[src/design/afc_dac_integrator_top_macros.svh]
// assertion macros for the afc dac integrator
`ifndef AFC_DAC_INTEGRATOR_TOP_MACROS_SVH
`define AFC_DAC_INTEGRATOR_TOP_MACROS_SVH
`ifndef ASSERT_OFF
`define AFC_ASSERT(lbl, prop, msg) \
    lbl: assert property (@(posedge clk) disable iff (!rst_n) (prop)) else $error(msg);
`define AFC_ASSERT_IMP(lbl, ante, cons, msg) \
    lbl: assert property (@(posedge clk) disable iff (!rst_n) (ante) |-> (cons)) \
        else $error(msg);
`define AFC_ASSERT_NXT(lbl, ante, cons, msg) \
    lbl: assert property (@(posedge clk) disable iff (!rst_n) (ante) |=> (cons)) \
        else $error(msg);
`else
`define AFC_ASSERT(lbl, prop, msg)
`define AFC_ASSERT_IMP(lbl, ante, cons, msg)
`define AFC_ASSERT_NXT(lbl, ante, cons, msg)
`endif
`endif

[src/design/afc_pkg.sv]
// shared types and constants of the afc dac integrator
`timescale 1ns / 1ps
`default_nettype none
package afc_pkg;

    localparam int ERR_W     = 24;
    localparam int TIME_W    = 30;
    localparam int DAC_W     = 16;
    localparam int CFG_IDX_W = 8;
    localparam int CFG_DATA_W = 24;
    localparam int THR_W     = 16;
    localparam int COEF_W    = 24;
    localparam int OFF_W     = 35;
    localparam int PROD_W    = ERR_W + COEF_W + 1;
    localparam int SUM_W     = PROD_W + 1;

    localparam logic [CFG_IDX_W-1:0] CFG_DEAD_ZONE       = 8'd0;
    localparam logic [CFG_IDX_W-1:0] CFG_LARGE_THRESHOLD = 8'd1;
    localparam logic [CFG_IDX_W-1:0] CFG_MIN_INTERVAL_MS = 8'd2;
    localparam logic [CFG_IDX_W-1:0] CFG_GAIN            = 8'd3;
    localparam logic [CFG_IDX_W-1:0] CFG_SMALL_STEP      = 8'd4;

    localparam logic [THR_W-1:0]  DEAD_ZONE_RST    = 16'd75;
    localparam logic [THR_W-1:0]  LARGE_THR_RST    = 16'd350;
    localparam logic [THR_W-1:0]  MIN_INTERVAL_RST = 16'd250;
    localparam logic [COEF_W-1:0] GAIN_RST         = 24'd94489;
    localparam logic [COEF_W-1:0] SMALL_STEP_RST   = 24'd1048576;

    localparam logic signed [OFF_W-1:0] OFFSET_RST = 35'sd1395864371;
    localparam logic signed [SUM_W-1:0] OFFSET_MAX = 50'sd8589934591;
    localparam logic signed [SUM_W-1:0] OFFSET_MIN = -50'sd8589934592;

    localparam logic [DAC_W-1:0] DAC_MASK = 16'hfffc;
    localparam logic [DAC_W-1:0] DAC_FULL = 16'hffff;

    typedef struct packed {
        logic load;
        logic eval;
        logic acc;
        logic dac;
    } afc_cmd_t;

    typedef struct packed {
        logic fire;
    } afc_sts_t;

endpackage
`default_nettype wire

[src/design/afc_dac_integrator_top.sv]
// top level of the afc dac integrator
`timescale 1ns / 1ps
`default_nettype none
// Frequency-control integrator for a 16-bit oscillator DAC. Each input beat
// carries a signed frequency error and the millisecond time; when enough
// time has passed and the error lies outside the dead zone the Q2.32 offset
// is moved and one beat with the new DAC word leaves, otherwise nothing
// leaves. An updating item goes through capture, decision and multiply,
// accumulate and DAC word; others end after the decision. The controller
// works on one item at a time and the output register lets the next item
// in while a DAC word still waits. Configuration must be written through
// the cfg port while the block is idle; the block does not enforce this.
`include "afc_dac_integrator_top_macros.svh"
module afc_dac_integrator_top (
    input  wire logic                              clk,
    input  wire logic                              rst_n,
    input  wire logic                              cfg_we,
    input  wire logic [afc_pkg::CFG_IDX_W-1:0]     cfg_index,
    input  wire logic [afc_pkg::CFG_DATA_W-1:0]    cfg_data,
    input  wire logic                              in_valid,
    output logic                                   in_stall,
    input  wire logic signed [afc_pkg::ERR_W-1:0]  freq_error,
    input  wire logic [afc_pkg::TIME_W-1:0]        now_ms,
    output logic                                   out_valid,
    input  wire logic                              out_stall,
    output logic [afc_pkg::DAC_W-1:0]              dac_value
);
    import afc_pkg::*;

    afc_cmd_t cmd;
    afc_sts_t sts;

    afc_ctrl u_ctrl (
        .clk       (clk),
        .rst_n     (rst_n),
        .in_valid  (in_valid),
        .in_stall  (in_stall),
        .out_valid (out_valid),
        .out_stall (out_stall),
        .sts       (sts),
        .cmd       (cmd)
    );

    afc_dp u_dp (
        .clk        (clk),
        .rst_n      (rst_n),
        .cfg_we     (cfg_we),
        .cfg_index  (cfg_index),
        .cfg_data   (cfg_data),
        .freq_error (freq_error),
        .now_ms     (now_ms),
        .dac_value  (dac_value),
        .cmd        (cmd),
        .sts        (sts)
    );

    `AFC_ASSERT(a_cmd_onehot, $onehot0({cmd.load, cmd.eval, cmd.acc, cmd.dac}), "commands overlap")
    `AFC_ASSERT_NXT(a_busy_after_load, cmd.load, in_stall, "input not stalled after beat")
    `AFC_ASSERT_NXT(a_valid_after_dac, cmd.dac, out_valid, "dac word not presented")
    `AFC_ASSERT_IMP(a_dac_low_bits, out_valid, dac_value[1:0] == 2'b00, "dac low bits set")

endmodule
`default_nettype wire

[src/design/afc_ctrl.sv]
// sequencer of the afc dac integrator
`timescale 1ns / 1ps
`default_nettype none
module afc_ctrl (
    input  wire logic              clk,
    input  wire logic              rst_n,
    input  wire logic              in_valid,
    output logic                   in_stall,
    output logic                   out_valid,
    input  wire logic              out_stall,
    input  wire afc_pkg::afc_sts_t sts,
    output afc_pkg::afc_cmd_t      cmd
);
    import afc_pkg::*;

    typedef enum logic [1:0] {
        S_IDLE,
        S_EVAL,
        S_ACC,
        S_DAC
    } state_t;

    state_t state_reg;
    logic   out_valid_reg;

    always_comb
    begin
        cmd.load = (state_reg == S_IDLE) && in_valid;
        cmd.eval = (state_reg == S_EVAL);
        cmd.acc  = (state_reg == S_ACC);
        cmd.dac  = (state_reg == S_DAC) && (!out_valid_reg || !out_stall);
    end

    assign in_stall  = (state_reg != S_IDLE);
    assign out_valid = out_valid_reg;

    always_ff @(posedge clk or negedge rst_n)
    begin
        if (!rst_n)
        begin
            state_reg     <= S_IDLE;
            out_valid_reg <= 1'b0;
        end
        else
        begin
            if (cmd.dac)
                out_valid_reg <= 1'b1;
            else if (out_valid_reg && !out_stall)
                out_valid_reg <= 1'b0;

            case (state_reg)
                S_IDLE:
                begin
                    if (in_valid)
                        state_reg <= S_EVAL;
                end
                S_EVAL:
                begin
                    state_reg <= sts.fire ? S_ACC : S_IDLE;
                end
                S_ACC:
                begin
                    state_reg <= S_DAC;
                end
                S_DAC:
                begin
                    if (!out_valid_reg || !out_stall)
                        state_reg <= S_IDLE;
                end
                default:
                begin
                    state_reg <= S_IDLE;
                end
            endcase
        end
    end

endmodule
`default_nettype wire

[src/design/afc_dp.sv]
// datapath of the afc dac integrator: config, timestamp, offset and dac word
`timescale 1ns / 1ps
`default_nettype none
module afc_dp (
    input  wire logic                              clk,
    input  wire logic                              rst_n,
    input  wire logic                              cfg_we,
    input  wire logic [afc_pkg::CFG_IDX_W-1:0]     cfg_index,
    input  wire logic [afc_pkg::CFG_DATA_W-1:0]    cfg_data,
    input  wire logic signed [afc_pkg::ERR_W-1:0]  freq_error,
    input  wire logic [afc_pkg::TIME_W-1:0]        now_ms,
    output logic [afc_pkg::DAC_W-1:0]              dac_value,
    input  wire afc_pkg::afc_cmd_t                 cmd,
    output afc_pkg::afc_sts_t                      sts
);
    import afc_pkg::*;

    logic [THR_W-1:0]  dead_zone_reg;
    logic [THR_W-1:0]  large_thr_reg;
    logic [THR_W-1:0]  min_interval_reg;
    logic [COEF_W-1:0] gain_reg;
    logic [COEF_W-1:0] small_step_reg;

    logic [TIME_W-1:0]       last_time_reg;
    logic signed [OFF_W-1:0] offset_reg;

    logic signed [ERR_W-1:0]  err_reg;
    logic [ERR_W-1:0]         mag_reg;
    logic [TIME_W:0]          elapsed_reg;
    logic signed [PROD_W-1:0] prod_reg;
    logic [DAC_W-1:0]         dac_reg;

    logic [ERR_W-1:0]         mag_next;
    logic [TIME_W:0]          elapsed_next;
    logic signed [PROD_W-1:0] prod_next;
    logic                     prop_step;
    logic                     err_pos;
    logic signed [SUM_W-1:0]  off_ext;
    logic signed [SUM_W-1:0]  step_ext;
    logic signed [SUM_W-1:0]  sum;
    logic signed [OFF_W-1:0]  offset_next;
    logic [OFF_W+DAC_W-3:0]   scaled;
    logic [DAC_W:0]           dac_hi;
    logic [DAC_W-1:0]         dac_next;

    // config registers
    always_ff @(posedge clk or negedge rst_n)
    begin
        if (!rst_n)
        begin
            dead_zone_reg    <= DEAD_ZONE_RST;
            large_thr_reg    <= LARGE_THR_RST;
            min_interval_reg <= MIN_INTERVAL_RST;
            gain_reg         <= GAIN_RST;
            small_step_reg   <= SMALL_STEP_RST;
        end
        else if (cfg_we)
        begin
            case (cfg_index)
                CFG_DEAD_ZONE:       dead_zone_reg    <= cfg_data[THR_W-1:0];
                CFG_LARGE_THRESHOLD: large_thr_reg    <= cfg_data[THR_W-1:0];
                CFG_MIN_INTERVAL_MS: min_interval_reg <= cfg_data[THR_W-1:0];
                CFG_GAIN:            gain_reg         <= cfg_data[COEF_W-1:0];
                CFG_SMALL_STEP:      small_step_reg   <= cfg_data[COEF_W-1:0];
                default:             ;
            endcase
        end
    end

    // input beat capture
    assign mag_next     = freq_error[ERR_W-1] ? (~freq_error + ERR_W'(1)) : freq_error;
    assign elapsed_next = {1'b0, now_ms} - {1'b0, last_time_reg};

    // update decision and proportional product
    assign sts.fire = !elapsed_reg[TIME_W]
                   && (elapsed_reg[TIME_W-1:0] > {{(TIME_W-THR_W){1'b0}}, min_interval_reg})
                   && (mag_reg > {{(ERR_W-THR_W){1'b0}}, dead_zone_reg});
    assign prod_next = err_reg * $signed({1'b0, gain_reg});

    // accumulate and saturate
    assign prop_step = mag_reg > {{(ERR_W-THR_W){1'b0}}, large_thr_reg};
    assign err_pos   = !err_reg[ERR_W-1] && (|err_reg);
    assign off_ext   = {{(SUM_W-OFF_W){offset_reg[OFF_W-1]}}, offset_reg};
    assign step_ext  = {{(SUM_W-COEF_W){1'b0}}, small_step_reg};

    always_comb
    begin
        if (prop_step)
            sum = off_ext - {prod_reg[PROD_W-1], prod_reg};
        else if (err_pos)
            sum = off_ext - step_ext;
        else
            sum = off_ext + step_ext;

        if (sum > OFFSET_MAX)
            offset_next = OFFSET_MAX[OFF_W-1:0];
        else if (sum < OFFSET_MIN)
            offset_next = OFFSET_MIN[OFF_W-1:0];
        else
            offset_next = sum[OFF_W-1:0];
    end

    // dac word: offset * 65535 / 2^32, clamped and masked
    assign scaled = {offset_reg[OFF_W-3:0], {DAC_W{1'b0}}}
                  - {{DAC_W{1'b0}}, offset_reg[OFF_W-3:0]};
    assign dac_hi = scaled[OFF_W+DAC_W-3:OFF_W+DAC_W-3-DAC_W];

    always_comb
    begin
        if (offset_reg[OFF_W-1])
            dac_next = '0;
        else if (dac_hi[DAC_W])
            dac_next = DAC_FULL & DAC_MASK;
        else
            dac_next = dac_hi[DAC_W-1:0] & DAC_MASK;
    end

    always_ff @(posedge clk or negedge rst_n)
    begin
        if (!rst_n)
        begin
            last_time_reg <= '0;
            offset_reg    <= OFFSET_RST;
        end
        else
        begin
            if (cmd.load)
                last_time_reg <= now_ms;
            if (cmd.acc)
                offset_reg <= offset_next;
        end
    end

    always_ff @(posedge clk)
    begin
        if (cmd.load)
        begin
            err_reg     <= freq_error;
            mag_reg     <= mag_next;
            elapsed_reg <= elapsed_next;
        end
        if (cmd.eval)
            prod_reg <= prod_next;
        if (cmd.dac)
            dac_reg <= dac_next;
    end

    assign dac_value = dac_reg;

endmodule
`default_nettype wire
[config.mk]
export PLATFORM = sky130hd
export DESIGN_NAME = afc_dac_integrator_top
export DESIGN_NICKNAME = d
export VERILOG_FILES = /design/src/design/afc_pkg.sv /design/src/design/afc_dac_integrator_top.sv /design/src/design/afc_ctrl.sv /design/src/design/afc_dp.sv
export VERILOG_INCLUDE_DIRS = /design/src /design/src/design
export SDC_FILE = /design/constraint.sdc
export NUM_CORES = 2
export LEC_CHECK = 0
export ABC_AREA = 1
export BUFFER_PORTS_ARGS = -buffer_cell sky130_fd_sc_hd__buf_2
export CAP_MARGIN = 20
export CORE_ASPECT_RATIO = 1.5
export CORE_UTILIZATION = 50
export CTS_BUF_LIST = sky130_fd_sc_hd__clkbuf_8
export DETAILED_ROUTE_END_ITERATION = 10
export PLACE_DENSITY = 0.69
export SKIP_LAST_GASP = 1
export SLEW_MARGIN = 10
export SYNTH_ARGS = -nofsm -noshare
export SYNTH_HDL_FRONTEND = slang
export SYNTH_HIERARCHICAL = 1
export SYNTH_SLANG_ARGS = --single-unit
[constraint.sdc]
create_clock -name clk -period 7 [get_ports clk]
set_input_delay 0.35 -clock clk [delete_from_list [all_inputs] [get_ports clk]]
set_output_delay 0.35 -clock clk [all_outputs]
set_load 0.05 [all_outputs]
=== Yosys cells after proc, flatten, opt, wreduce, memory -nomap -nowiden ===
Cells that the tools add are included.

* Bits in registers: 308

* Add/sub/neg operators: 6
* Multiply operators: 1
* Magnitude comparators: 5
* Eq/ne operators: 9
* Mux-type cells: 12
* Bitwise gates (word level): 1
* Reduce and logical (&&, ||, !) cells: 22

{| class="wikitable"
|+ Operators with widths
! cell !! count
|-
| $mux 50 || 2
|-
| $mux 35 || 2
|-
| $gt 50x34->1 const B || 1
|-
| $lt 50x34->1 const B || 1
|-
| $sub 35x49->50 || 1
|-
| $mul 24x25->49 || 1
|-
| $sub 49x33->49 || 1
|-
| $gt 24x16->1 || 2
|-
| $add 35x25->36 || 1
|-
| $sub 35x25->36 || 1
|-
| $sub 30x30->31 || 1
|-
| $gt 30x16->1 || 1
|-
| $add 24x2->24 const B || 1
|-
| $not 24->24 || 1
|-
| $reduce_or 24->1 || 1
|-
| $mux 23 || 1
|-
| $eq 8x2->1 const B || 2
|-
| $mux 16 || 1
|-
| $reduce_and 2->1 || 6
|-
| $eq 8x1->1 const B || 1
|-
| $eq 8x3->1 const B || 1
|-
| $logic_not 8->1 || 1
|-
| $pmux 2 s4 || 1
|-
| $logic_and 1x1->1 || 6
|-
| 9 further kinds || 18
|}

=== Logic depth before layout (Yosys ltp) ===
* Word-level depth: 7
* Mapped depth: 32
* Gate-level depth less buffers: 30

=== Cells and area by module ===
Netlist, hierarchy kept.

{| class="wikitable"
|+ By module, submodules not included
! module !! instances !! cells each !! area an instance (um^2) !! sequential area each (um^2)
|-
| afc_dp || 1 || 5,667 || 42,324.3 || 8,314.2
|-
| afc_ctrl || 1 || 20 || 148.9 || 75.1
|}

=== Worst setup path before layout ===
OpenSTA, ideal clock, no wires.

* Path kind: register -> register
* From: register u_dp.gain_reg[8]
* To: register u_dp.prod_reg[47] (data pin)
* Data arrival time: 6.449 ns
* Data required time: 6.738 ns
* Path slack: 0.289 ns
* Stages on the path, launching flop included: 30
* Period minus slack after synthesis: 6.711 ns
* Cell sequence: dfstp_2 -> clkbuf_1 -> clkbuf_1 -> nand2_1 -> inv_1 -> fa_1 -> fa_1 -> inv_1 -> fa_1 -> inv_1 -> fa_1 -> inv_1 -> fa_1 -> inv_1 -> fa_1 -> inv_1 -> fa_1 -> inv_1 -> ha_1 -> a21oi_1 -> o21ai_0 -> nand3_1 -> o211ai_1 -> a21oi_1 -> o21ai_0 -> nand2_1 -> o211ai_1 -> a21oi_1 -> o21bai_1 -> xor2_1

* Cells in the longest elaborated chain, start to end: 1

{| class="wikitable"
|+ RTL lines
! item !! line !! source
|-
| from (decl) || afc_dp.sv:21 || <nowiki>logic [COEF_W-1:0] gain_reg;</nowiki>
|-
| from (signal assigned) || afc_dp.sv:63 || <nowiki>CFG_GAIN: gain_reg <= cfg_data[COEF_W-1:0];</nowiki>
|-
| $mul 24x25->49 || afc_dp.sv:78 || <nowiki>assign prod_next = err_reg * $signed({1'b0, gain_reg});</nowiki>
|-
| named net u_dp.prod_next[47] || afc_dp.sv:35 || <nowiki>logic signed [PROD_W-1:0] prod_next;</nowiki>
|-
| to (signal assigned) || afc_dp.sv:143 || <nowiki>prod_reg <= prod_next;</nowiki>
|-
| to (decl) || afc_dp.sv:30 || <nowiki>logic signed [PROD_W-1:0] prod_reg;</nowiki>
|}

The timed path passes the listed nets, and every way through them passes these cells.
A chain may end at the register's enable or synchronous reset.

=== Worst setup path in the final report ===
* From: register u_dp.err_reg[0]
* To: register u_dp.prod_reg[43] (data pin)

* Cells in the longest elaborated chain, start to end: 1

{| class="wikitable"
|+ RTL lines
! item !! line !! source
|-
| from (decl) || afc_dp.sv:27 || <nowiki>logic signed [ERR_W-1:0] err_reg;</nowiki>
|-
| from (signal assigned) || afc_dp.sv:138 || <nowiki>err_reg <= freq_error;</nowiki>
|-
| $mul 24x25->49 || afc_dp.sv:78 ||
|-
| named net u_dp.prod_next[43] || afc_dp.sv:35 ||
|}

The timed path passes the listed nets, and every way through them passes these cells.

==> run metrics <==
max reg flops 49; die footprint around 0.086 mm^2; R2R depth 27; commonest non-fill, non-tap cell in the layout nand2_1; GRT overflow 0; WL final 135 mm; root buffer cell clkbuf_8; Hold Crit Depth 3; Antenna Violating Nets Remaining 0; FMAX 147 MHz; Max transition margin 0.221; Clock Pin Slew Worst Setup and Hold Paths 0.07 ns; routed len/inst 19.0 um; switch share 0.537; end-of-flow core utilization 0.565; unrepaired setup endpoints after global routing true; Tcrit/Tclk final 0.975; worst-path maximum fanout 18; status complete, no violations; initial DRC count 2,210; EDFF count, synth 141; Synth Instances 5,687; max_cap viols 0; reg2reg end u_dp/prod_reg[43]; Die Ht 359 um; hold crit path type input port to flip-flop; worst skew pair latency 0.70 ns; worst path required time about 7.4 ns; number of warnings issued by yosys 6; Worst Skew roughly 0.043 ns; Unique masters post-synth 60; hold violation count in the final report 0; CTS Buffer Depth 3; post-route DRC violation count 0; most frequent cells in the layout nand2_1, inv_1, fa_1, ha_1, nor2_1; TritonCTS buffer count 53; CTS tree yes; Mapped Area 0.0425 mm^2; Seq/Total Area, Yosys 0.198; share of layout cells above drive strength 1 0.0956; Die Wd 240 um; clock sinks just over 300; Int Power around 7.5 mW; VDD IR-drop max about 0.32 mV; vias ~37,000; r2r startpoint u_dp/err_reg[0]; Initial Utilization 0.506; NetSw 8.68 mW; Power Dens Cells 340 mW/mm^2; placeable core region about 0.084 mm^2; crit start category flip-flop; Max Slew Vio Count 0; Top Ports 109; GRT Util Overall 0.323; H-tree lvl count 2; initial antenna violation count 8; Final HPWL DP 112 mm; part of the power in the clock network 0.113; most common flop cell mapped by yosys edfxtp_1; LEAKAGE 26.2 nW; Register-to-Register Setup Slack 0.18 ns; crit path kind flip-flop to flip-flop; dpl ws 0.0421 ns; worst slew pin tran between 1 and 1.5 ns; mean area per synthesized cell about 7.5 um^2; fin crit period 6.82 ns; Site Rows 130; number of port buffers 106; CP arrival approximately 7.3 ns; fill count 8,181; Vias/cell a little over 5; vias in the first global route between 30,000 and 40,000; Initial DRT Pass Iterations 6; synthesized flop and latch total 305; hold path endpoint u_dp/small_step_reg[22]; placer congestion estimate 0.996; CP endpoint kind flip-flop; Gate power share 0.690; HP Start cfg_data[22]; Final WS setup roughly 0.18 ns; largest net degree at the start of global routing 84; Sequential Power Share 0.197; fraction of registers with async set/reset 0.538; Layout area overhead 11.7%; NumNets Final about 6,900; final setup violation count 0; first-pass GRT wire length between 200 and 250 mm
Yosys cell counts, drive strengths merged (2+ instances only):
cell,count,area [um^2]
a221oi,4,35.0
o21bai,20,150
o211ai,5,37.5
o31ai,8,60.1
mux2i,6,60.1
and2,2,12.5
nor4,11,68.8
nor3,42,215
xor2,110,963
edfxtp,141,4230
nand3,128,666
o221ai,3,26.3
nand2,1523,5820
a21oi,273,1480
buf,26,164
nand4,46,288
a211oi,2,15.0
dfstp,41,1080
nor3b,3,22.5
clkbuf,170,638
o21a,7,52.6
dfrtp,123,3080
a21boi,5,37.5
clkinv,2,7.51
or2,20,125
xnor2,54,473
a21o,8,60.1
fa,485,9710
o2111ai,5,43.8
o21ai,239,1210
inv,1418,5320
nor2,340,1300
ha,383,4790
or4,2,15.0
a31oi,22,138
cell type report:
cell class,count,area [um^2],area share
sequential,305,8400,0.177
antenna,5,12.5,0.000264
timing repair buffer,372,3010,0.0635
clock inverter,44,384,0.00810
tap,1122,1400,0.0296
clock buffer,56,771,0.0162
inverter,1420,5330,0.112
multi-input combinational,3767,28100,0.593
what timing repair did:
action / CTS / global route
endpoints found under the hold margin: 119 / 0
buffers inserted: 0 / 18
hold buffers: 57 / 0
setup endpoints to repair: 0 / 21
gates resized for setup: 0 / 47
critical path: stages (launching register included):
cell and delay [ns]:
edfxtp_1 0.69, buf_4 0.36, nand2_1 0.10, inv_1 0.08, fa_1 0.41, inv_1 0.08
fa_1 0.46, fa_1 0.50, inv_1 0.05, fa_1 0.45, ha_1 0.33, fa_1 0.54
inv_1 0.06, fa_1 0.53, inv_1 0.04, ha_1 0.36, a21oi_1 0.23, a21boi_0 0.21
buf_4 0.18, o21ai_1 0.07, buf_4 0.14, nand2_1 0.05, o211ai_1 0.14, a21o_1 0.20
nand2_1 0.08, inv_1 0.04, o21bai_1 0.11, nand2_1 0.06
kinds of logic (layout without fill, tap and decap cells):
group / count (synthesis) / in the layout / synth area share
buffers and inverters: 1616 / 1892 / 0.144
flip-flops: 305 / 305 / 0.198
multiplexers: 6 / 6 / 0.00141
AO/OA/AOI/OAI: 608 / 608 / 0.0802
AND/OR/NAND/NOR: 2119 / 2119 / 0.201
XOR/XNOR: 164 / 164 / 0.0338
adder cells (fa/ha/maj): 868 / 868 / 0.341
other: 1 / 7 / 0.0000883
per-layer routing:
layer,share of wire,track usage
met5,0.00039,0
met4,0.093,0.246
met3,0.045,0.0410
met2,0.52,0.592
met1,0.34,0.327
worst max-delay path by stage:
stage                           from                 to  slack [ns]  depth (start not counted)
floorplan           u_dp/gain_reg[8]  u_dp/prod_reg[47]        0.29                         29
global placement     u_dp/err_reg[6]  u_dp/prod_reg[43]        0.06                         31
detailed placement   u_dp/err_reg[6]  u_dp/prod_reg[46]        0.04                         25
CTS                 u_dp/err_reg[23]  u_dp/prod_reg[46]       0.006                         24
global route         u_dp/err_reg[7]  u_dp/prod_reg[43]       -0.03                         31
finish               u_dp/err_reg[0]  u_dp/prod_reg[43]        0.18                         27
per-stage QoR:
step / power (mW) / setup TNS, ns / hold slack (ns) / std cells / cell area, um^2
2_1_floorplan: 10.5 / 0 / 0.0544 / 5688 / 42500
3_3_place_gp: 13.9 / 0 / 0.398 / 6908 / 45300
3_5_place_dp: 14.0 / 0 / 0.398 / 6908 / 45300
4_1_cts: 16.0 / 0 / 0.0233 / 7065 / 47100
5_1_grt: 17.6 / -0.177 / 0.0782 / 7090 / 47400
6_report: 16.1 / 0 / 0.0650 / 7091 / 47400
power groups by stage:
stage | Sequential (mW) | Clock [mW] | Combinational (mW)
6_report | 3.18 | 1.82 | 11.1
5_1_grt | 3.19 | 1.93 | 12.4
3_3_place_gp | 3.19 | 0 | 10.7
2_1_floorplan | 2.99 | 0 | 7.51
4_1_cts | 3.17 | 1.86 | 10.9
3_5_place_dp | 3.20 | 0 | 10.8
No activity file was read; power rests on OpenSTA's default activity.
